`src/hdl/grf_pkg.sv`:
```
// Package for the greedy repeat folding block: shared types and constants.
// Depends on nothing; every other file imports it.
`default_nettype none
package grf_pkg;
   localparam int WORD_W  = 32;
   localparam int LIMIT_W = 6;
   localparam logic [LIMIT_W-1:0] LIMIT_RESET = 6'd32;

   typedef struct packed {
      logic [WORD_W-1:0] word;
      logic              last;
   } item_type;

   typedef enum logic [3:0] {
      ST_IDLE,
      ST_LOOP,
      ST_SKIP_CMP,
      ST_DEC_TEST,
      ST_DEC_CMP,
      ST_EMIT_RD,
      ST_EMIT_WR,
      ST_PASS_RD,
      ST_PASS_WR,
      ST_FINISH
   } state_type;
endpackage
`default_nettype wire

```
`src/hdl/grf_front.sv`:
```
// Front queue of the folding block: accepts input words into a two-entry FIFO.
// Depends on grf_pkg for the item type.
`default_nettype none
module grf_front
   import grf_pkg::*;
(
   input  wire logic              clock,
   input  wire logic              reset,
   input  wire logic              req_tvalid,
   output logic                   req_tready,
   input  wire logic [WORD_W-1:0] req_tdata,
   input  wire logic              req_tlast,
   output logic                   q_valid,
   output item_type               q_item,
   input  wire logic              q_pop
);
   item_type   slot_ff [2];
   item_type   slot_in [2];
   logic [1:0] count_ff, count_in;
   logic       push, pop;

   assign req_tready = (count_ff != 2'd2);
   assign push       = req_tvalid & req_tready;
   assign q_valid    = (count_ff != 2'd0);
   assign pop        = q_pop & q_valid;
   assign q_item     = slot_ff[0];

   always_comb begin
      slot_in  = slot_ff;
      count_in = count_ff;
      if (pop) begin
         slot_in[0] = slot_ff[1];
      end
      if (push) begin
         if ((count_ff == 2'd0) || (pop && count_ff == 2'd1)) begin
            slot_in[0] = '{word: req_tdata, last: req_tlast};
         end else begin
            slot_in[pop ? 0 : 1] = '{word: req_tdata, last: req_tlast};
         end
      end
      count_in = count_ff + {1'b0, push} - {1'b0, pop};
   end

   always_ff @(posedge clock) begin
      slot_ff <= slot_in;
      if (reset) begin
         count_ff <= 2'd0;
      end else begin
         count_ff <= count_in;
      end
   end
endmodule
`default_nettype wire

```
`config.mk`:
```
export PLATFORM = sky130hd
export DESIGN_NAME = grf_front
export DESIGN_NICKNAME = d
export VERILOG_FILES = /design/src/hdl/grf_pkg.sv /design/src/hdl/grf_front.sv
export SDC_FILE = /design/constraint.sdc
export NUM_CORES = 1
export LEC_CHECK = 0
export BUFFER_PORTS_ARGS = -buffer_cell sky130_fd_sc_hd__buf_2
export CORE_UTILIZATION = 50
export DETAILED_ROUTE_END_ITERATION = 8
export GPL_ROUTABILITY_DRIVEN = 1
export PLACE_DENSITY_LB_ADDON = 0.05
export SYNTH_ARGS = -nofsm -noshare
export SYNTH_HDL_FRONTEND = slang
export SYNTH_SLANG_ARGS = --single-unit
```
`constraint.sdc`:
```
create_clock -name clock -period 3.8 [get_ports clock]
set_input_delay 0.76 -clock clock [delete_from_list [all_inputs] [get_ports clock]]
set_output_delay 0.76 -clock clock [all_outputs]
set_load 0.01 [all_outputs]
```
Word-level counts from Yosys, hierarchy flattened
Index checks and enable logic that the tools add are counted.
{"block": "totals", "output_inout_bits": 35, "ff_bits": 68}
{"block": "classes", "reduce_logical": 6, "addsub": 2, "n_mux": 8, "eq_ne": 2, "bitwise": 4, "magnitude_cmp": 2}
{"cell": "$mux 33", "count": 4}
{"cell": "$bwmux 66", "count": 1}
{"cell": "$mux 66", "count": 1}
{"cell": "$demux 33 s1", "count": 1}
{"cell": "$ge 32x2->1 const B", "count": 1}
{"cell": "$lt 32x1->1 const B", "count": 1}
{"cell": "$not 1->32", "count": 1}
{"cell": "$add 2x1->2", "count": 1}
{"cell": "$and 1x1->1", "count": 2}
{"cell": "$eq 2x1->1 const B", "count": 1}
{"cell": "$logic_and 1x1->1", "count": 2}
{"cell": "$logic_not 2->1", "count": 1}
{"cell": "$ne 2x2->1 const B", "count": 1}
{"cell": "$reduce_and 2->1", "count": 1}
{"cell": "$reduce_bool 2->1", "count": 1}
{"cell": "$sub 2x1->2", "count": 1}
{"cell": "$logic_or 1x1->1", "count": 1}
{"cell": "$mux 1", "count": 1}
{"cell": "$not 1->1", "count": 1}

Longest topological paths before layout
Gate-level depths: netlist of the first run.
{"block": "depth", "word_depth": 11, "depth_mapped": 7, "depth_no_buf": 6}

Worst setup path after synthesis of the first run
OpenSTA, ideal clock, no wires.
{"block": "synth_path", "kind": "input -> register", "start": "input port req_tvalid", "end": "register with a tool-made name", "path_buffers": 1, "cell_stages": 3, "required_time_ps": 3383, "slack_ps": 1110, "arrival_time_ps": 2273, "path_cell_list": "buf_2 > nand2_1 > nor2_1"}
{"element": "from (decl)", "line_no": "grf_front.sv:9", "text": "input wire logic req_tvalid,"}

Final worst setup path of the first run
{"block": "layout_path", "start": "register count_ff[1]", "end": "output port q_valid"}
{"block": "layout_between", "elab_chain_cells": 1}
{"element": "from (decl)", "line_no": "grf_front.sv:19", "text": "logic [1:0] count_ff, count_in;"}
{"element": "from (signal assigned)", "line_no": "grf_front.sv:49", "text": "count_ff <= count_in;"}
{"element": "$reduce_bool 2->1", "line_no": "grf_front.sv:24", "text": "assign q_valid = (count_ff != 2'd0);"}
{"element": "to (decl)", "line_no": "grf_front.sv:13", "text": "output logic q_valid,"}
No other way between the ends.

==> results.txt, run 1 <==
Status: finished clean
Synthesized area: 0.002765 mm2
Power Dens Cells: 786.6 mW/mm2
Footprint of the multi-input gates: 742.0 um2
Clk slew on worst S/H paths: 0.07 ns
Floorplan die width: 76.37 um
Ys Warns: 0
CTS buffer count: 9
Top cells by area, synth: edfxtp_1 (36%), dfxtp_1 (25%), a221o_1 (12%)
Power Total: 0.002416 W
I/O pins: 72
CTS tree: yes
Initial antenna violation count: 0
CP startpoint kind: register
Post-CTS Hold Buffers: 0
Pin count of the biggest net entering global routing: 36
Commonest non-fill, non-tap cell in the layout: buf_2
CTS Root Cell: clkbuf_8
DR vias: 1741
Level count of the clock H-tree: 3
Core Rows: 26
DIE HEIGHT: 76.37 um
Leakage: 1.198 nW
Post-cts resize count: 0
HP Class: register to register
DR vias/cell: 5.562
Vias in the first global route: 1755
DR DRC count: 0
CTS Sinks: 68
Reg area: 0.001692 mm2
IO buf count: 71
Synth Net Count: 240
Hold Vio Cnt, Final: 0
Top cell type's share of synthesized area: 35.84%
CP Capture Type: output pin
Most frequent cells in the layout: buf_2 (71), dfxtp_1 (35), nor3b_1 (33), a221o_1 (33), edfxtp_1 (33)
Crit path kind: register to output pin
Worst Tran Pin Value: 1.125 ns
Starting DRT DRC Count: 93
Initial Util: 53.13%
Share of layout cells above drive strength 1: 37.45%
MaxCap Viol Count: 0
Routed len/inst: 17.45 um
Worst Path Max Fanout: 35
Total Wirelength: 5463 um
Maximum VDD drop: 576.9 uV
Rel. slew slack: 25.03%
Setup_tns: 0 ns
Max-slew violation count: 0
Final period util: 59.22%
Final nets: 276
Yosys cell types: 24
Crit path arrival time: 1.49 ns
Global-route wire length before repair: 8694 um
Fin util: 59.01%
Max frequency: 444.4 MHz
Post-route ant nets: 0
CORE AREA: 0.005205 mm2
Seq/Total Area, Yosys: 61.18%
Post-Syn Area per Cell: 13.69 um2
Total GRT Usage: 19.52%
Post-DP HPWL: 3288 um
Die ar.: 0.005832 mm2
Biggest area consumer among synthesized cells: edfxtp_1
Flops & latches, synth: 68
Clk_lat worst skew: 0.33 ns
Ant diodes: 0
Req. time, crit path: 3.04 ns
RD Place Congestion: 0.7356
Fill cells: 424
RSZ-0062 raised after global routing: no
Total gr overflow: 0
Deepest clock path buffer count: 2
Crit path time final: 2.250 ns
Final setup fails: 0
Layout area overhead: 11.09%
Cells after Synth: 202
Post-CTS Setup Bufs: 0
Clock Skews: 0.009081 ns
Detailed Routing Iterations Pass 1: 4
==> stage by stage <==
stage / setup WS [ns] / cell area, um2 / std cells / hold slack [ns]
6_report: 1.550 / 3072 / 313 / 0.4821
5_1_grt: 1.400 / 3072 / 313 / 0.5038
4_1_cts: 1.538 / 3072 / 313 / 0.4864
3_5_place_dp: 1.221 / 2888 / 297 / 0.4697
3_3_place_gp: 1.296 / 2888 / 297 / 0.4638
2_1_floorplan: 1.110 / 2765 / 202 / 0.4577
==> final cells by class <==
cell class	instances	share of cell area (%)
multi-input combinational	86	24.15
tap	70	2.851
timing repair buffer	72	11.81
inverter	1	0.1222
sequential	68	55.07
clock inverter	5	1.711
clock buffer	11	4.277
==> Yosys cell counts, drive strengths merged <==
master,count
buf,41
dfxtp,35
a221o,33
edfxtp,33
nor3b,33
nor2,6
clkbuf,3
dlygate4sd1,3
a211oi,2
nor2b,2
a21bo,1
a22oi,1
and2,1
and2b,1
ha,1
inv,1
mux2,1
mux2i,1
nand2,1
o21a,1
or2b,1
==> report_power, final <==
part | total, W | switching [W] | internal (W)
logic | 0.000757 | 0.000416 | 0.000340
clock network | 0.000555 | 0.000255 | 0.000300
registers | 0.00110 | 0.000116 | 0.000989
total | 0.00242 | 0.000787 | 0.00163
==> kinds of logic (layout without fill, tap and decap cells) <==
group	after synthesis	after routing	synth area share (%)
AND/OR/NAND/NOR	45	45	11.45
buffers and inverters	48	89	12.58
adder cells (fa/ha/maj)	1	1	0.4524
multiplexers	2	2	0.9048
flip-flops	68	68	61.18
AO/OA/AOI/OAI	38	38	13.44
==> per-layer routing <==
metal  track usage (%)  part of all wire [%]  vias to the layer above
met5                 0                     0                        -
met4             8.269                  0.73                        0
met3             5.629                   5.1                        5
met2             32.61                    51                       57
met1             23.49                    43                      861
li1                  -                     -                      818
==> worst max-delay path: stages (launching register included) <==
cell     delay [ns]
dfxtp_1        0.38
nor2_4         0.17
buf_4          0.39
inv_1          0.07
buf_2          0.15
==> worst paths after layout <==
kind,start,to,slack [ns],depth (start not counted)
worst max-delay path,count_ff[1],q_valid,1.55,4
worst min register to register,q_item[12],q_item[12],0.48,1
worst max register to register,count_ff[0],count_ff[1],1.70,3
worst min-delay path,q_item[12],q_item[12],0.48,1
Note: power is estimated with default switching activity, not from simulation.
==> run 2: changes to the inputs <==
--- a/config.mk
+++ b/config.mk
@@ -6,7 +6,7 @@
 export NUM_CORES = 1
 export LEC_CHECK = 0
 export BUFFER_PORTS_ARGS = -buffer_cell sky130_fd_sc_hd__buf_2
-export CORE_UTILIZATION = 50
+export CORE_UTILIZATION = 47
 export DETAILED_ROUTE_END_ITERATION = 8
 export GPL_ROUTABILITY_DRIVEN = 1
 export PLACE_DENSITY_LB_ADDON = 0.05
==> constraint.sdc (replaced) <==
create_clock -name clock -period 2 [get_ports clock]
set_input_delay 0.4 -clock clock [delete_from_list [all_inputs] [get_ports clock]]
set_output_delay 0.4 -clock clock [all_outputs]
set_load 0.01 [all_outputs]
==> run 2 against run 1 <==
Compared with the run above:
- non-clock buffer count rose by 5
- clock power rose by 98%
- core utilization fell by 3.0 points
- setup slack got worse by 1.4 ns
- final cell count rose by 2.2%
- sequential share of layout area fell by 0.86 points
- register-to-register slack got worse by 1.5 ns
- hold slack got worse by 0.23 ns
- combinational power rose by 93%
- via count rose by 1.8%
- sequential cell count did not move
==> results.txt, run 2 (synthesized netlist as in run 1, its figures left out) <==
Status: finished clean
Total gr overflow: 0 (unchanged)
Crit path time final: 1.814 ns
CP max stage cell: mux2i_4
Post-cts resize count: 0 (unchanged)
Req. time, crit path: 2.28 ns (-0.76 ns)
CORE AREA: 0.005574 mm2 (+7.1%)
CP Cell Sequence: nor2_4 > mux2i_4 > a221o_1
Max-slew violation count: 0 (unchanged)
DR vias/cell: 5.541 (-0.39%)
Clk slew on worst S/H paths: 0.07 ns (about the same)
Layout area overhead: 12.85%
Deepest clock path buffer count: 2 (unchanged)
MaxCap Viol Count: 0 (unchanged)
DIE HEIGHT: 78.70 um (+3.1%)
Total GRT Usage: 19.18% (-0.34 points)
Clk_lat worst skew: 0.34 ns (about the same)
Max Used Layer: met4
Pin count of the biggest net entering global routing: 34 (-5.6%)
Vias in the first global route: 1749 (-0.34%)
Total Wirelength: 5487 um (+0.44%)
CTS Root Cell: clkbuf_8
Floorplan die width: 78.70 um (+3.1%)
DR DRC count: 0 (unchanged)
Fill cells: 490 (+16%)
Final setup fails: 0 (unchanged)
Post-CTS Setup Bufs: 0 (unchanged)
Fin util: 55.98% (-3.0 points)
Met2 wire length: 2642 um (-5.7%)
Post-CTS Hold Buffers: 0 (unchanged)
Rel. slew slack: 28.11% (+3.1 points)
Share of layout cells above drive strength 1: 38.71% (+1.3 points)
I/O pins: 72 (unchanged)
Initial antenna violation count: 0 (unchanged)
Global-route wire length before repair: 8728 um (+0.39%)
Leakage: 1.226 nW (+2.4%)
CP delay by family, top: multiplexers
Level count of the clock H-tree: 3 (unchanged)
Clock Skews: 0.006308 ns (-0.002773 ns)
Ant diodes: 0 (unchanged)
Metal3 WL: 303 um (+9.8%)
CTS tree: yes
DR vias: 1773 (+1.8%)
IO buf count: 71 (unchanged)
CTS buffer count: 9 (unchanged)
Final nets: 281 (+1.8%)
Commonest non-fill, non-tap cell in the layout: buf_2
Power Dens Cells: 1491 mW/mm2 (+89%)
HP Class: primary input to register
Largest stage delay, worst path: 0.89 ns (+0.50 ns)
RSZ-0062 raised after global routing: no
CTS Sinks: 68 (unchanged)
Final period util: 90.71%
Detailed Routing Iterations Pass 1: 4 (unchanged)
Crit path arrival time: 2.09 ns (+0.60 ns)
M1 WL: 2385 um (+1.8%)
Initial Util: 49.61% (-3.5 points)
Final Cell Area: 0.003120 mm2 (+1.6%)
CP startpoint kind: register
Setup_tns: 0 ns (unchanged)
Die ar.: 0.006194 mm2 (+6.2%)
Most frequent cells in the layout: buf_2 (71), dfxtp_1 (35), nor3b_1 (33), a221o_1 (33), edfxtp_1 (33)
Starting DRT DRC Count: 85 (-8.6%)
R2R Setup Slk: 0.19 ns (-1.51 ns)
DP Area: 0.002928 mm2 (+1.4%)
Max frequency: 551.2 MHz
Post-DP HPWL: 3529 um (+7.3%)
Hold Vio Cnt, Final: 0 (unchanged)
Worst Tran Pin Value: 1.056 ns (-0.06890 ns)
Worst Path Max Fanout: 33 (-5.7%)
Crit path kind: register to register
Critical path buffers and inverters: 0 (-3)
Maximum VDD drop: 766.7 uV (+33%)
Routed len/inst: 17.15 um (-1.8%)
CP Capture Type: register
Core Rows: 27 (+3.8%)
Post-route ant nets: 0 (unchanged)
RD Place Congestion: 0.6931 (-5.8%)
run 2: path summary, 6_finish.rpt:
kind	from	end	depth (start not counted)
worst max-delay path	count_ff[1]	q_item[6]	3
worst min-delay path	req_tdata[17]	register	1
worst max register to register	count_ff[1]	q_item[6]	3
worst min register to register	q_item[4]	q_item[4]	1
run 2: where the power goes:
part,switching (W),internal [W],total [W],leakage (nW)
Combinational,0.000786,0.000673,0.00146,0.536
Sequential,0.000211,0.00188,0.00209,0.594
Clock,0.000503,0.000602,0.00110,0.0967
Total,0.00150,0.00315,0.00465,1.23
run 2: worst reg2reg max path: stages (launching register included):
cell and delay [ns]:
dfxtp_1 0.37, nor2_4 0.18, mux2i_4 0.89, a221o_1 0.32
run 2: per-layer routing:
metal	vias to the layer above	GRT usage, %
met2	57	30.35
met1	882	23.39
met3	14	4.598
met4	0	12.41
met5	-	0
li1	820	-
run 2: cell type report:
type	count	area (um2)	area share, %
well taps	72	90.09	2.887
clock inverters	5	51.30	1.644
repair buffers	77	400.4	12.83
clock buffers	11	141.4	4.531
multi-input cells	86	742.0	23.78
inverters	1	3.754	0.1203
flip-flops and latches	68	1692	54.21
run 2: per-stage QoR:
stage	setup WS, ns	hold slack (ns)	std cells	power [W]
floorplan	0.1608	0.4577	202	0.003459
global placement	0.2376	0.4629	304	0.003530
detailed placement	0.1729	0.4654	304	0.003594
CTS	0.1680	0.2327	320	0.004711
global route	0.05628	0.2398	320	0.004932
finish	0.1859	0.2495	320	0.004651
==> run 3: changes to the inputs <==
--- a/config.mk
+++ b/config.mk
@@ -6,7 +6,8 @@
 export NUM_CORES = 1
 export LEC_CHECK = 0
 export BUFFER_PORTS_ARGS = -buffer_cell sky130_fd_sc_hd__buf_2
-export CORE_UTILIZATION = 47
+export CORE_UTILIZATION = 49
+export CTS_BUF_LIST = sky130_fd_sc_hd__clkbuf_8
 export DETAILED_ROUTE_END_ITERATION = 8
 export GPL_ROUTABILITY_DRIVEN = 1
 export PLACE_DENSITY_LB_ADDON = 0.05
==> run 3 against run 2 <==
Compared with the run above:
- routed wire length is 4.3% higher
- clock skew is 0.0028 ns higher
- register-to-register slack worse by 0.14 ns
- non-clock buffer count is 1 lower
- sequential power hardly changed
- via count is 1.2% higher
- critical endpoint is now q_item[23]
==> results.txt, run 3 (synthesized netlist as in run 1, its figures left out) <==
Status: finished clean
Crit path arrival time: 2.25 ns (+0.16 ns)
Max frequency: 512.8 MHz (-7.0%)
Post-DP HPWL: 3555 um (+0.74%)
MaxCap Viol Count: 0 (unchanged)
Post-route ant nets: 0 (unchanged)
Post-cts resize count: 0 (unchanged)
I/O pins: 72 (unchanged)
Power Dens Cells: 1537 mW/mm2 (+3.1%)
Leakage: 1.243 nW (+1.3%)
Final setup fails: 0 (unchanged)
DR vias: 1794 (+1.2%)
RSZ-0062 raised after global routing: no
CTS Sinks: 68 (unchanged)
Post-CTS Setup Bufs: 0 (unchanged)
CP max stage cell: mux2i_2
DR DRC count: 0 (unchanged)
Initial Util: 52.47% (+2.9 points)
Share of layout cells above drive strength 1: 39.52% (+0.81 points)
Rel. slew slack: 26.94% (-1.2 points)
Final period util: 97.50% (+6.8 points)
Die ar.: 0.005947 mm2 (-4.0%)
Setup_tns: 0 ns (unchanged)
Detailed Routing Iterations Pass 1: 4 (unchanged)
Deepest clock path buffer count: 2 (unchanged)
Largest stage delay, worst path: 0.94 ns (+0.05 ns)
Post-CTS Hold Buffers: 0 (unchanged)
Req. time, crit path: 2.30 ns (+0.02 ns)
CTS tree: yes
Crit path time final: 1.950 ns (+0.1359 ns)
Maximum VDD drop: 730.7 uV (-4.7%)
Hold Vio Cnt, Final: 0 (unchanged)
Level count of the clock H-tree: 3 (unchanged)
CP startpoint kind: register
Max-slew violation count: 0 (unchanged)
Starting DRT DRC Count: 110 (+29%)
Final Cell Area: 0.003174 mm2 (+1.7%)
HP Class: primary input to register
Routed len/inst: 17.99 um (+4.9%)
Clock Skews: 0.009076 ns (+0.002768 ns)
Clk slew on worst S/H paths: 0.08 ns (about the same)
Ant diodes: 0 (unchanged)
IO buf count: 71 (unchanged)
CTS buffer count: 9 (unchanged)
Pin count of the biggest net entering global routing: 34 (unchanged)
Final nets: 281 (unchanged)
Layout area overhead: 14.80%
Worst Path Max Fanout: 16 (-52%)
Power Total: 0.004880 W (+4.9%)
Commonest non-fill, non-tap cell in the layout: buf_2
DIE HEIGHT: 77.12 um (-2.0%)
Vias in the first global route: 1793 (+2.5%)
CP Capture Type: register
RD Place Congestion: 0.7464 (+7.7%)
DR vias/cell: 5.642 (+1.8%)
Clk_lat worst skew: 0.35 ns (about the same)
CP Cell Sequence: nor2_4 > mux2i_2 > a221o_1
Global-route wire length before repair: 8783 um (+0.63%)
Total Wirelength: 5721 um (+4.3%)
Initial antenna violation count: 0 (unchanged)
Floorplan die width: 77.12 um (-2.0%)
Most frequent cells in the layout: buf_2 (71), dfxtp_1 (35), nor3b_1 (33), a221o_1 (33), edfxtp_1 (33)
Crit path kind: register to register
Core Rows: 26 (-3.7%)
Worst Tran Pin Value: 1.075 ns (+0.01892 ns)
CTS Root Cell: clkbuf_8
DP Area: 0.002925 mm2 (about the same)
Total gr overflow: 0 (unchanged)
Total GRT Usage: 19.66% (+0.48 points)
CORE AREA: 0.005270 mm2 (-5.5%)
-- run 3: layer usage --
metal  part of all wire (%)  global-route usage, %  vias up  wire length [um]
li1                       -                      -      829                 -
met5                      0                      0        -                 0
met2                     49                  31.06       62              2794
met1                     43                  23.28      891              2461
met3                    6.0                  5.714       12               341
met4                    2.2                  12.64        0               124
-- run 3: power breakdown --
part	internal, W	switching (W)	leakage [nW]
logic	0.000684	0.000804	0.537
registers	0.00188	0.000217	0.594
clock network	0.000771	0.000526	0.112
total	0.00333	0.00155	1.24
-- run 3: worst max-delay path: cells and delay by family, from the launching register on --
kind               cells  cell delay, ns
and+or+nand+nor        1            0.29
DFF                    1            0.38
AOI/OAI and AO/OA      1            0.30
muxes                  1            0.94
-- run 3: final timing paths --
check                                  start         end  slack [ns]  cells past startpoint
worst max register to register   count_ff[1]  q_item[23]        0.05                      3
worst max-delay path             count_ff[1]  q_item[23]        0.05                      3
worst min-delay path            req_tdata[6]    register        0.23                      1
worst min register to register    q_item[22]  q_item[22]        0.49                      1
-- run 3: layout make-up --
cell class | instances | area (um2)
Sequential cell | 68 | 1692
Multi-Input combinational cell | 87 | 750.7
Inverter | 1 | 3.754
Fill cell | 450 | 2096
Timing Repair Buffer | 76 | 405.4
Clock inverter | 5 | 83.83
Clock buffer | 11 | 151.4
Tap cell | 70 | 87.58
-- run 3: per-stage QoR --
stage	setup slack, ns	hold slack, ns	util, %	cells
CTS	0.07239	0.2198	59.97	317
global placement	0.2199	0.4631	55.51	301
detailed placement	0.09585	0.4696	55.51	301
global route	0.01225	0.2225	60.23	318
finish	0.05003	0.2350	60.23	318
floorplan	0.1608	0.4577	-	202
