==> config.mk <==
export PLATFORM = sky130hd
export DESIGN_NAME = grf_engine
export DESIGN_NICKNAME = d
export VERILOG_FILES = /design/src/hdl/grf_pkg.sv /design/src/hdl/grf_engine.sv
export SDC_FILE = /design/constraint.sdc
export NUM_CORES = 2
export LEC_CHECK = 0
export BUFFER_PORTS_ARGS = -buffer_cell sky130_fd_sc_hd__buf_4
export CAP_MARGIN = 15
export CORE_MARGIN = 5
export CORE_UTILIZATION = 35
export DETAILED_ROUTE_END_ITERATION = 7
export GPL_TIMING_DRIVEN = 0
export SETUP_SLACK_MARGIN = 0.2
export SLEW_MARGIN = 30
export SYNTH_ARGS = -nofsm -noshare
export SYNTH_HDL_FRONTEND = slang
export SYNTH_SLANG_ARGS = --single-unit
export TNS_END_PERCENT = 100
==> constraint.sdc <==
create_clock -name clock -period 5.7 [get_ports clock]
set_input_delay 0 -clock clock [delete_from_list [all_inputs] [get_ports clock]]
set_output_delay 0 -clock clock [all_outputs]
set_load 0.02 [all_outputs]
==> src/hdl/grf_pkg.sv <==
// Package for the greedy repeat folding block: shared types and constants.
// Depends on nothing; every other file imports it.
`default_nettype none
package grf_pkg;
   localparam int WORD_W  = 32;
   localparam int LIMIT_W = 6;
   localparam logic [LIMIT_W-1:0] LIMIT_RESET = 6'd32;

   typedef struct packed {
      logic [WORD_W-1:0] word;
      logic              last;
   } item_type;

   typedef enum logic [3:0] {
      ST_IDLE,
      ST_LOOP,
      ST_SKIP_CMP,
      ST_DEC_TEST,
      ST_DEC_CMP,
      ST_EMIT_RD,
      ST_EMIT_WR,
      ST_PASS_RD,
      ST_PASS_WR,
      ST_FINISH
   } state_type;
endpackage
`default_nettype wire

==> src/hdl/grf_engine.sv <==
// Back end of the folding block: lookahead memory, window search and output register.
// Depends on grf_pkg for the item type, state type and constants.
`default_nettype none
module grf_engine
   import grf_pkg::*;
#(
   parameter int MAX_WINDOW      = 32,
   parameter int LOOKAHEAD_DEPTH = 64
) (
   input  wire logic               clock,
   input  wire logic               reset,
   input  wire logic               csr_wen,
   input  wire logic [LIMIT_W-1:0] csr_wdata,
   input  wire logic               q_valid,
   input  item_type                q_item,
   output logic                    q_pop,
   output logic                    rsp_tvalid,
   input  wire logic               rsp_tready,
   output logic [WORD_W-1:0]       rsp_tdata,
   output logic                    rsp_tlast
);
   localparam int AW = (LOOKAHEAD_DEPTH > 1) ? $clog2(LOOKAHEAD_DEPTH) : 1;
   localparam int FW = $clog2(LOOKAHEAD_DEPTH + 1);
   localparam int SW = $clog2(MAX_WINDOW + 1);
   localparam int WW = (MAX_WINDOW > 1) ? $clog2(MAX_WINDOW) : 1;
   localparam logic [FW:0] DEPTH_W = (FW+1)'(LOOKAHEAD_DEPTH);
   localparam logic [7:0]  MAXW_8  = 8'(MAX_WINDOW);
   localparam logic [7:0]  HALF_8  = 8'(LOOKAHEAD_DEPTH / 2);

   function automatic logic [AW-1:0] wrap(input logic [FW:0] x);
      logic [FW:0] y;
      begin
         y = (x >= DEPTH_W) ? (x - DEPTH_W) : x;
         return y[AW-1:0];
      end
   endfunction

   logic [WORD_W-1:0] la_mem [LOOKAHEAD_DEPTH];
   logic [WORD_W-1:0] rep_mem [MAX_WINDOW];
   logic [WORD_W-1:0] rd_a_ff, rd_b_ff, rep_rd_ff;

   state_type         state_ff, state_in;
   logic [AW-1:0]     head_ff, head_in;
   logic [FW-1:0]     fill_ff, fill_in;
   logic              skip_ff, skip_in;
   logic [SW-1:0]     bl_ff, bl_in;
   logic [SW-1:0]     off_ff, off_in;
   logic [SW-1:0]     s_ff, s_in;
   logic [SW-1:0]     i_ff, i_in;
   logic              end_ff, end_in;
   logic [WORD_W-1:0] held_ff, held_in;
   logic              held_v_ff, held_v_in;
   logic [LIMIT_W-1:0] limit_ff;
   logic              ov_ff, ov_in;
   logic [WORD_W-1:0] od_ff, od_in;
   logic              ol_ff, ol_in;

   logic              rd_en, rep_rd_en, la_we, rep_we;
   logic [AW-1:0]     ra_addr, rb_addr, wa_addr;
   logic [7:0]        lim8;
   logic [SW-1:0]     largest;
   logic              out_free;
   logic [FW:0]       fill_x, two_s, two_lg;

   always_comb begin
      lim8 = {2'b00, limit_ff};
      if (lim8 > MAXW_8) lim8 = MAXW_8;
      if (lim8 < 8'd1) lim8 = 8'd1;
      if ((lim8 - 8'd1) > HALF_8) lim8 = HALF_8 + 8'd1;
      lim8 = lim8 - 8'd1;
      largest = lim8[SW-1:0];
   end

   assign out_free = !ov_ff || rsp_tready;
   assign fill_x   = {1'b0, fill_ff};
   assign two_s    = (FW+1)'({s_ff, 1'b0});
   assign two_lg   = (FW+1)'({largest, 1'b0});
   assign wa_addr  = wrap({1'b0, head_ff} + fill_x);

   always_comb begin
      state_in = state_ff;
      case (state_ff)
         ST_IDLE:     if (q_valid) state_in = ST_LOOP;
         ST_LOOP: begin
            if (skip_ff) begin
               if (bl_ff == '0 || off_ff == bl_ff) state_in = ST_LOOP;
               else if ((FW+1)'(off_ff) < fill_x) state_in = ST_SKIP_CMP;
               else if (end_ff) state_in = ST_LOOP;
               else state_in = ST_FINISH;
            end else if (fill_ff == '0) begin
               state_in = ST_FINISH;
            end else if (fill_x >= two_lg || end_ff) begin
               state_in = ST_DEC_TEST;
            end else begin
               state_in = ST_FINISH;
            end
         end
         ST_SKIP_CMP: state_in = ST_LOOP;
         ST_DEC_TEST: begin
            if (s_ff <= largest && two_s <= fill_x) state_in = ST_DEC_CMP;
            else state_in = ST_PASS_RD;
         end
         ST_DEC_CMP: begin
            if (rd_a_ff == rd_b_ff && i_ff == s_ff - SW'(1)) state_in = ST_EMIT_RD;
            else state_in = ST_DEC_TEST;
         end
         ST_EMIT_RD:  state_in = ST_EMIT_WR;
         ST_EMIT_WR: begin
            if (!held_v_ff || out_free) begin
               state_in = (i_ff == s_ff - SW'(1)) ? ST_LOOP : ST_EMIT_RD;
            end
         end
         ST_PASS_RD:  state_in = ST_PASS_WR;
         ST_PASS_WR:  if (!held_v_ff || out_free) state_in = ST_LOOP;
         ST_FINISH:   if (!(end_ff && held_v_ff && !out_free)) state_in = ST_IDLE;
         default:     state_in = ST_IDLE;
      endcase
   end

   always_comb begin
      head_in   = head_ff;
      fill_in   = fill_ff;
      skip_in   = skip_ff;
      bl_in     = bl_ff;
      off_in    = off_ff;
      s_in      = s_ff;
      i_in      = i_ff;
      end_in    = end_ff;
      held_in   = held_ff;
      held_v_in = held_v_ff;
      ov_in     = ov_ff && !rsp_tready;
      od_in     = od_ff;
      ol_in     = ol_ff;
      q_pop     = 1'b0;
      la_we     = 1'b0;
      rep_we    = 1'b0;
      rd_en     = 1'b0;
      rep_rd_en = 1'b0;
      ra_addr   = head_ff;
      rb_addr   = head_ff;
      case (state_ff)
         ST_IDLE: begin
            if (q_valid) begin
               q_pop  = 1'b1;
               end_in = q_item.last;
               if (fill_x < DEPTH_W) begin
                  la_we   = 1'b1;
                  fill_in = fill_ff + FW'(1);
               end
            end
         end
         ST_LOOP: begin
            if (skip_ff) begin
               if (bl_ff == '0) begin
                  skip_in = 1'b0;
                  off_in  = '0;
               end else if (off_ff == bl_ff) begin
                  head_in = wrap({1'b0, head_ff} + (FW+1)'(bl_ff));
                  fill_in = fill_ff - FW'(bl_ff);
                  off_in  = '0;
               end else if ((FW+1)'(off_ff) < fill_x) begin
                  rd_en     = 1'b1;
                  rep_rd_en = 1'b1;
                  ra_addr   = wrap({1'b0, head_ff} + (FW+1)'(off_ff));
               end else if (end_ff) begin
                  skip_in = 1'b0;
                  off_in  = '0;
               end
            end else if (fill_ff != '0 && (fill_x >= two_lg || end_ff)) begin
               s_in = SW'(1);
               i_in = '0;
            end
         end
         ST_SKIP_CMP: begin
            if (rd_a_ff == rep_rd_ff) begin
               off_in = off_ff + SW'(1);
            end else begin
               skip_in = 1'b0;
               off_in  = '0;
            end
         end
         ST_DEC_TEST: begin
            rd_en   = 1'b1;
            ra_addr = wrap({1'b0, head_ff} + (FW+1)'(i_ff));
            rb_addr = wrap({1'b0, head_ff} + (FW+1)'(s_ff) + (FW+1)'(i_ff));
         end
         ST_DEC_CMP: begin
            if (rd_a_ff == rd_b_ff) begin
               if (i_ff == s_ff - SW'(1)) i_in = '0;
               else i_in = i_ff + SW'(1);
            end else begin
               s_in = s_ff + SW'(1);
               i_in = '0;
            end
         end
         ST_EMIT_RD: begin
            rd_en   = 1'b1;
            ra_addr = wrap({1'b0, head_ff} + (FW+1)'(i_ff));
         end
         ST_EMIT_WR: begin
            if (!held_v_ff || out_free) begin
               if (held_v_ff) begin
                  ov_in = 1'b1;
                  od_in = held_ff;
                  ol_in = 1'b0;
               end
               held_in   = rd_a_ff;
               held_v_in = 1'b1;
               rep_we    = 1'b1;
               if (i_ff == s_ff - SW'(1)) begin
                  head_in = wrap({1'b0, head_ff} + two_s);
                  fill_in = fill_ff - two_s[FW-1:0];
                  skip_in = 1'b1;
                  off_in  = '0;
                  bl_in   = s_ff;
                  s_in    = SW'(1);
                  i_in    = '0;
               end else begin
                  i_in = i_ff + SW'(1);
               end
            end
         end
         ST_PASS_RD: begin
            rd_en   = 1'b1;
            ra_addr = head_ff;
         end
         ST_PASS_WR: begin
            if (!held_v_ff || out_free) begin
               if (held_v_ff) begin
                  ov_in = 1'b1;
                  od_in = held_ff;
                  ol_in = 1'b0;
               end
               held_in   = rd_a_ff;
               held_v_in = 1'b1;
               head_in   = wrap({1'b0, head_ff} + (FW+1)'(1));
               fill_in   = fill_ff - FW'(1);
               s_in      = SW'(1);
            end
         end
         ST_FINISH: begin
            if (end_ff && !(held_v_ff && !out_free)) begin
               if (held_v_ff) begin
                  ov_in = 1'b1;
                  od_in = held_ff;
                  ol_in = 1'b1;
               end
               held_v_in = 1'b0;
               skip_in   = 1'b0;
               off_in    = '0;
               fill_in   = '0;
               s_in      = SW'(1);
            end
         end
         default: ;
      endcase
   end

   always_ff @(posedge clock) begin
      if (la_we) la_mem[wa_addr] <= q_item.word;
      if (rd_en) begin
         rd_a_ff <= la_mem[ra_addr];
         rd_b_ff <= la_mem[rb_addr];
      end
   end

   always_ff @(posedge clock) begin
      if (rep_we) rep_mem[i_ff[WW-1:0]] <= rd_a_ff;
      if (rep_rd_en) rep_rd_ff <= rep_mem[off_ff[WW-1:0]];
   end

   always_ff @(posedge clock) begin
      i_ff    <= i_in;
      end_ff  <= end_in;
      held_ff <= held_in;
      od_ff   <= od_in;
      ol_ff   <= ol_in;
      if (reset) begin
         state_ff  <= ST_IDLE;
         head_ff   <= '0;
         fill_ff   <= '0;
         skip_ff   <= 1'b0;
         held_v_ff <= 1'b0;
         ov_ff     <= 1'b0;
         limit_ff  <= LIMIT_RESET;
         bl_ff     <= '0;
         off_ff    <= '0;
         s_ff      <= SW'(1);
      end else begin
         state_ff  <= state_in;
         head_ff   <= head_in;
         fill_ff   <= fill_in;
         skip_ff   <= skip_in;
         held_v_ff <= held_v_in;
         ov_ff     <= ov_in;
         bl_ff     <= bl_in;
         off_ff    <= off_in;
         s_ff      <= s_in;
         if (csr_wen) limit_ff <= csr_wdata;
      end
   end

   assign rsp_tvalid = ov_ff;
   assign rsp_tdata  = od_ff;
   assign rsp_tlast  = ol_ff;
endmodule
`default_nettype wire

Yosys cells after proc, flatten, opt, wreduce, memory -nomap -nowiden
Memories as Yosys holds them, arrays and structs flattened. A register that Yosys moved wholly into a read port is not among the register bits.
Cells that the tools add are included.
{"block": "classes", "reduce_logical": 42, "mux": 113, "add_sub_neg": 25, "order_cmp": 15, "eq_ne": 32}
{"op": "$mux W6", "n": 42}
{"op": "$mux W32", "n": 3}
{"op": "$eq A32 B32 Y1", "n": 2}
{"op": "$pmux W32 S2", "n": 1}
{"op": "$mux W7", "n": 9}
{"op": "$sub A6 B1 Y6 const B", "n": 9}
{"op": "$mux W4", "n": 10}
{"op": "$pmux W4 S10", "n": 1}
{"op": "$pmux W6 S3", "n": 2}
{"op": "$pmux W7 S5", "n": 1}
{"op": "$mux W1", "n": 33}
{"op": "$ne A2 B2 Y1 const B", "n": 15}
{"op": "$pmux W6 S5", "n": 1}
{"op": "$add A6 B6 Y7", "n": 4}
{"op": "$ge A7 B7 Y1 const B", "n": 4}
{"op": "$ge A8 B7 Y1 const B", "n": 3}
{"op": "$pmux W6 S4", "n": 1}
{"op": "$add A6 B1 Y6 const B", "n": 3}
{"op": "$add A6 B7 Y8", "n": 2}
{"op": "$eq A4 B3 Y1 const B", "n": 4}
{"op": "$reduce_and A7 Y1", "n": 2}
{"op": "$eq A6 B6 Y1", "n": 2}
{"op": "$pmux W6 S2", "n": 1}
{"op": "$reduce_and A10 Y1", "n": 1}
{"op": "other kinds (42)", "n": 71}
{"block": "word_totals", "register_bits": 116, "mem_bits_rw": 3072, "word_cells": 244, "memories": 2}
{"name": "la_mem", "words": 64, "width": 32, "rd": 2, "rd_clocked_by_memory_dff": 2, "write_ports": 1, "line": "grf_engine.sv:38", "rtl": "logic [WORD_W-1:0] la_mem [LOOKAHEAD_DEPTH];"}
{"name": "rep_mem", "words": 32, "width": 32, "rd": 1, "rd_clocked_by_memory_dff": 1, "write_ports": 1, "line": "grf_engine.sv:39", "rtl": "logic [WORD_W-1:0] rep_mem [MAX_WINDOW];"}

Logic depth before layout (Yosys ltp)
{"block": "depth", "ltp_word": 14, "ltp_mapped": 17}

Least setup slack after synthesis
No wires, ideal clock.
{"block": "synth_path", "kind": "reg-to-reg", "from": "register state_ff[1]", "to": "register rd_a_ff[0], read port of la_mem (enable)", "setup_ps": 574, "synth_period_minus_slack_ps": 5720, "t_arrival_ps": 5146, "stages_incl_launch_ff": 4, "slack_ps": -20, "required_time_ps": 5126, "path_cell_list": "dfxtp_1 buf_2 nor2_1 o21ai_0"}
{"block": "synth_between", "elab_chain_cells": 3}
{"element": "start, declared", "line": "grf_engine.sv:42", "rtl": "state_type state_ff, state_in;"}
{"element": "start signal, assigned", "line": "grf_engine.sv:290", "rtl": "state_ff <= state_in;"}
{"element": "$eq A4 B2 Y1 or $eq A4 B3 Y1 (tied branches)", "line": "grf_engine.sv:141", "rtl": "case (state_ff)"}
{"element": "$reduce_or A3 Y1 (no source line)"}
{"element": "$pmux W1 S2 (*)", "line": "grf_engine.sv:141"}
{"element": "via rd_en", "line": "grf_engine.sv:58", "rtl": "logic rd_en, rep_rd_en, la_we, rep_we;"}
{"element": "end, declared", "line": "grf_engine.sv:40", "rtl": "logic [WORD_W-1:0] rd_a_ff, rd_b_ff, rep_rd_ff;"}
The timed path passes the listed nets; every way through them passes the cells marked *.
A chain may end at the register's enable or synchronous reset.

Worst setup path in the final report
{"block": "layout_path", "from": "register state_ff[0]", "to": "register rd_b_ff[31], read port of la_mem (data pin)"}
{"block": "layout_between", "elab_chain_cells": 3}
{"element": "$eq A4 B2 Y1 or $eq A4 B3 Y1 (tied branches)", "line": "grf_engine.sv:141"}
{"element": "$reduce_or A3 Y1 (no source line)"}
{"element": "$pmux W1 S2", "line": "grf_engine.sv:141"}
{"element": "end, declared", "line": "grf_engine.sv:40"}
Several ways; a longest one is shown, not always the timed one.

==> results.yml <==
min_path:
  holdCritPathClass: "in2reg"
  timing.hold.worst_path_depth: 4
  min-delay-start: "reset"
  hold_path_endpoint: "off_ff[5]$_SDFFE_PP0P_"
outcome:
  status: "finished with violations"
  violations_in_the_final_reports: "setup timing"
drt:
  route.detailed.drc: 0
  vias_per_cell: 6.305
  detailroute.via_count: 88200
  number_of_antenna_violating_nets_in_the_routed_design: 0
  firstDrtPassIters: 8
  post_detailed_routing_wire_length_um: 568400
  initialDrtViolationCount: 15290
  routedWlPerCell_um: 40.64
final_layout:
  non_filler_cells_final: 13990
  final_core_utilization: 0.4211
  final_design_area_no_fill_um2: 172300
  final_nets: 8352
  mostFrequentLayoutCell: "sky130_fd_sc_hd__edfxtp_1"
  layout-drive-gt1-share: 0.3281
  mostFrequentLayoutCells: "sky130_fd_sc_hd__edfxtp_1, sky130_fd_sc_hd__mux4_2, sky130_fd_sc_hd__nand2_1"
  syn2layout_area_growth_pct: 19.96
synthesis:
  ys_dominant_reg_cell: "sky130_fd_sc_hd__edfxtp_1"
  synth-seq-area-share: 0.6833
  synthArstFlopShare: 0
  synth.cell_area_um2: 143700
  post_synthesis_instance_total: 7438
  synth_enable_flop_cells: 3240
  synthesis.yosys.warnings: 0
  flop_and_latch_count_out_of_synthesis: 3284
  ys_types: 79
  avgSynthCellArea_um2: 19.32
global_route:
  globalRouteTotalUtil: 0.2609
  overflow: 0
  wire_length_of_the_first_global_routing_pass_um: 755900
  grt_antenna_before_repair: 58
  grt_start_max_net_pins: 65
  first_global_vias: 85310
critical_path:
  critical_path.top_delay_family: "buffers and inverters"
  critical_path_endpoint_category: "flop"
  worst_path_max_delay_cell: "sky130_fd_sc_hd__a311oi_1"
  r2r_setup_slack_ns: -0.01
  launch_point_of_the_worst_reg_to_reg_path: "state_ff[0]$_SDFFE_PP0P_"
  timing.critical_path.arrival_ns: 6.36
  rr_worst_depth: 14
  timing.critical_path.depth: 14
  timing.critical_path.cells: "nand2b_1 -> nor2_1 -> clkbuf_4 -> mux2i_4 -> buf_12 -> buf_8 -> buf_4 -> clkbuf_2 -> buf_2 -> mux4_2 -> nand2_1 -> a311oi_1 -> nor3_2 -> a31oi_2"
  setup.worst_path.start_class: "flop"
  critPathBufInv: 6
  criticalPathCategory: "reg2reg"
  critPathMaxFanout: 10
  crit_required_ns: 6.35
  timing.rr.end: "rd_b_ff[31]$_DFFE_PP_"
  max_stage_delay_ns: 0.81
sta:
  slew_headroom: 0.1909
  grt_setup_unrepaired: "true"
  timing.final.ws_setup_ns: -0.01082
  finalHoldViolCount: 0
  fin_worst_skew_ns: 0.08139
  whs_ns: 0.07175
  period_minus_slack_ns: 5.711
  final-setup-viol-count: 1
  period_share: 1.002
  finalMaxSlewViolations: 0
  clock.fmax_ghz: 0.1751
  worst_pin_slew_ns: 1.214
flow_run:
  timing.max_cap.violations: 0
pwr:
  post-layout-total-power_mw: 75.28
  combinationalPowerShare: 0.325
  total_switching_power_mw: 27.11
  swShare: 0.3602
  internal_power_component_mw: 48.17
  power.density_cell_area_nw_per_um2: 436.8
  pwr-share-clk: 0.304
  part_of_the_power_in_registers: 0.371
  vdd_ir_drop_max_v: 0.0004868
  power_leakage_nw: 56.07
cts:
  clk_pin_slew_ns: 0.06
  cts_tree: "yes"
  cts_max_path_buffers: 4
  cts_made_buffers: 347
  htree_num_levels: 5
  cts-root-buf: "sky130_fd_sc_hd__clkbuf_16"
  clk-insertion-delay-late_ns: 0.96
  clkSinkCount: 3284
floorplanning:
  core_region_area_um2: 409300
  rows: 235
  design.die.area_um2: 423400
  dieHeight_um: 650.7
  floorplan.io_pins: 79
  floorplan.initialDensity: 0.3510
  horiz_die_dim_um: 650.7
placed_design:
  io_buffer_count: 77
  dpl-instance-area_um2: 158800
  globalplace.congestion: 1.027
  detailed_placement_hpwl_um: 405300
  dp_cells: 13260
## worst min-delay path: cells and delay by family
kind | cells | cell delay (ns)
AND/OR/NAND/NOR | 1 | 0.07
buffers and inverters | 2 | 0.68
AO/OA/AOI/OAI | 1 | 0.22
## cell type report
type / instances / area [µm²]
inverters: 41 / 173.9
clock inverters: 214 / 2079
clock buffers: 413 / 9153
fillers: 35470 / 236900
repair buffers: 444 / 7904
multi-input cells: 3598 / 45110
plain buffers: 516 / 2848
diodes: 28 / 70.07
well taps: 5451 / 6820
flip-flops and latches: 3284 / 98190
## synth_stat cells, drive strengths merged, types with 3 or more instances
master	instances	area share
o31a	5	0.00030
a211oi	81	0.0042
o21a	3	0.00016
clkbuf	277	0.0072
mux4	1214	0.19
o31ai	3	0.00019
and3	11	0.00048
mux2	36	0.0028
or4	5	0.00029
edfxtp	3240	0.68
or3	9	0.00039
nor2	172	0.0045
o21bai	8	0.00042
nand3b	5	0.00026
nand3	86	0.0030
o22ai	135	0.0059
inv	41	0.0011
nand2	510	0.013
xor2	31	0.0019
a21oi	60	0.0021
mux2i	273	0.019
nor3	52	0.0018
fa	13	0.0018
and2	75	0.0033
a21o	25	0.0014
xnor2	93	0.0057
or2	35	0.0015
a211o	5	0.00031
nor2b	6	0.00026
nor4	9	0.00044
nand4	77	0.0034
a31oi	36	0.0016
buf	239	0.0084
o211ai	69	0.0036
nand2b	11	0.00053
a21boi	3	0.00018
a22oi	193	0.010
dfxtp	44	0.0061
o21ai	90	0.0032
ha	63	0.0055
a311oi	69	0.0042
## stage by stage
| step | setup WS [ns] | setup TNS (ns) |
|---|---|---|
| finish | -0.01082 | -0.01082 |
| global route | 0.1071 | 0 |
| CTS | 0.1234 | 0 |
| detailed placement | -1.108 | -43.13 |
| global placement | -3.006 | -1775.16 |
| floorplan | 1.593 | 0 |
## metal layers
layer	routed length (µm)	vias up	part of all wire	GRT usage
li1	-	33120	-	-
met1	200000	46560	0.35	0.3316
met2	244200	7029	0.43	0.3786
met3	75540	1461	0.13	0.08571
met4	48400	40	0.085	0.1793
met5	290	-	0.00051	0.0006791
## power by group through the flow
| stage | Clock, mW | Combinational [mW] | Sequential (mW) |
|---|---|---|---|
| CTS | 23.0 | 23.0 | 27.9 |
| floorplan | 0 | 10.8 | 28.4 |
| global placement | 0 | 21.0 | 28.8 |
| global route | 24.0 | 24.2 | 28.0 |
| detailed placement | 0 | 22.4 | 28.4 |
| finish | 22.9 | 24.5 | 27.9 |
## kinds of logic after synthesis
| group | count (synthesis) | synth area share |
|---|---|---|
| AOI/OAI and AO/OA | 801 | 0.03893 |
| xor gates and xnor gates | 124 | 0.007559 |
| adders and majority gates | 77 | 0.007368 |
| buffers and inverters | 557 | 0.01672 |
| DFF | 3284 | 0.6833 |
| muxes | 1523 | 0.2121 |
| other | 1 | 0.00002610 |
| and+or+nand+nor | 1071 | 0.03391 |
## flip-flops by register name (all words and copies together) (netlist names), 7 cells and up
register   flops
la_mem      2048
rd_a_ff       32
rep_mem     1024
rsp_tdata     32
rep_rd_ff     32
rd_b_ff       32
held_ff       32
fill_ff        7
## worst max path at each step
stage	slack, ns	startpoint	endpoint
5_1_grt	0.11	state_ff[0]$_SDFFE_PP0P_	rd_b_ff[13]$_DFFE_PP_
6_report	-0.01	state_ff[0]$_SDFFE_PP0P_	rd_b_ff[31]$_DFFE_PP_
3_5_place_dp	-1.11	s_ff[0]$_SDFFE_PP1P_	rd_b_ff[3]$_DFFE_PP_
2_1_floorplan	1.59	fill_ff[1]$_SDFFE_PP0P_	rd_a_ff[29]$_DFFE_PP_
4_1_cts	0.12	i_ff[1]$_DFFE_PP_	rd_b_ff[5]$_DFFE_PP_
3_3_place_gp	-3.01	head_ff[1]$_SDFFE_PP0P_	rd_b_ff[3]$_DFFE_PP_
## repair_timing
action,CTS,global route
resized for setup,283,115
endpoints found under the hold margin,2080,0
hold buffers,63,0
buffers inserted,4,7
setup endpoints to repair,64,59
pin swaps,12,13
Power figures use the tool's default switching activity.
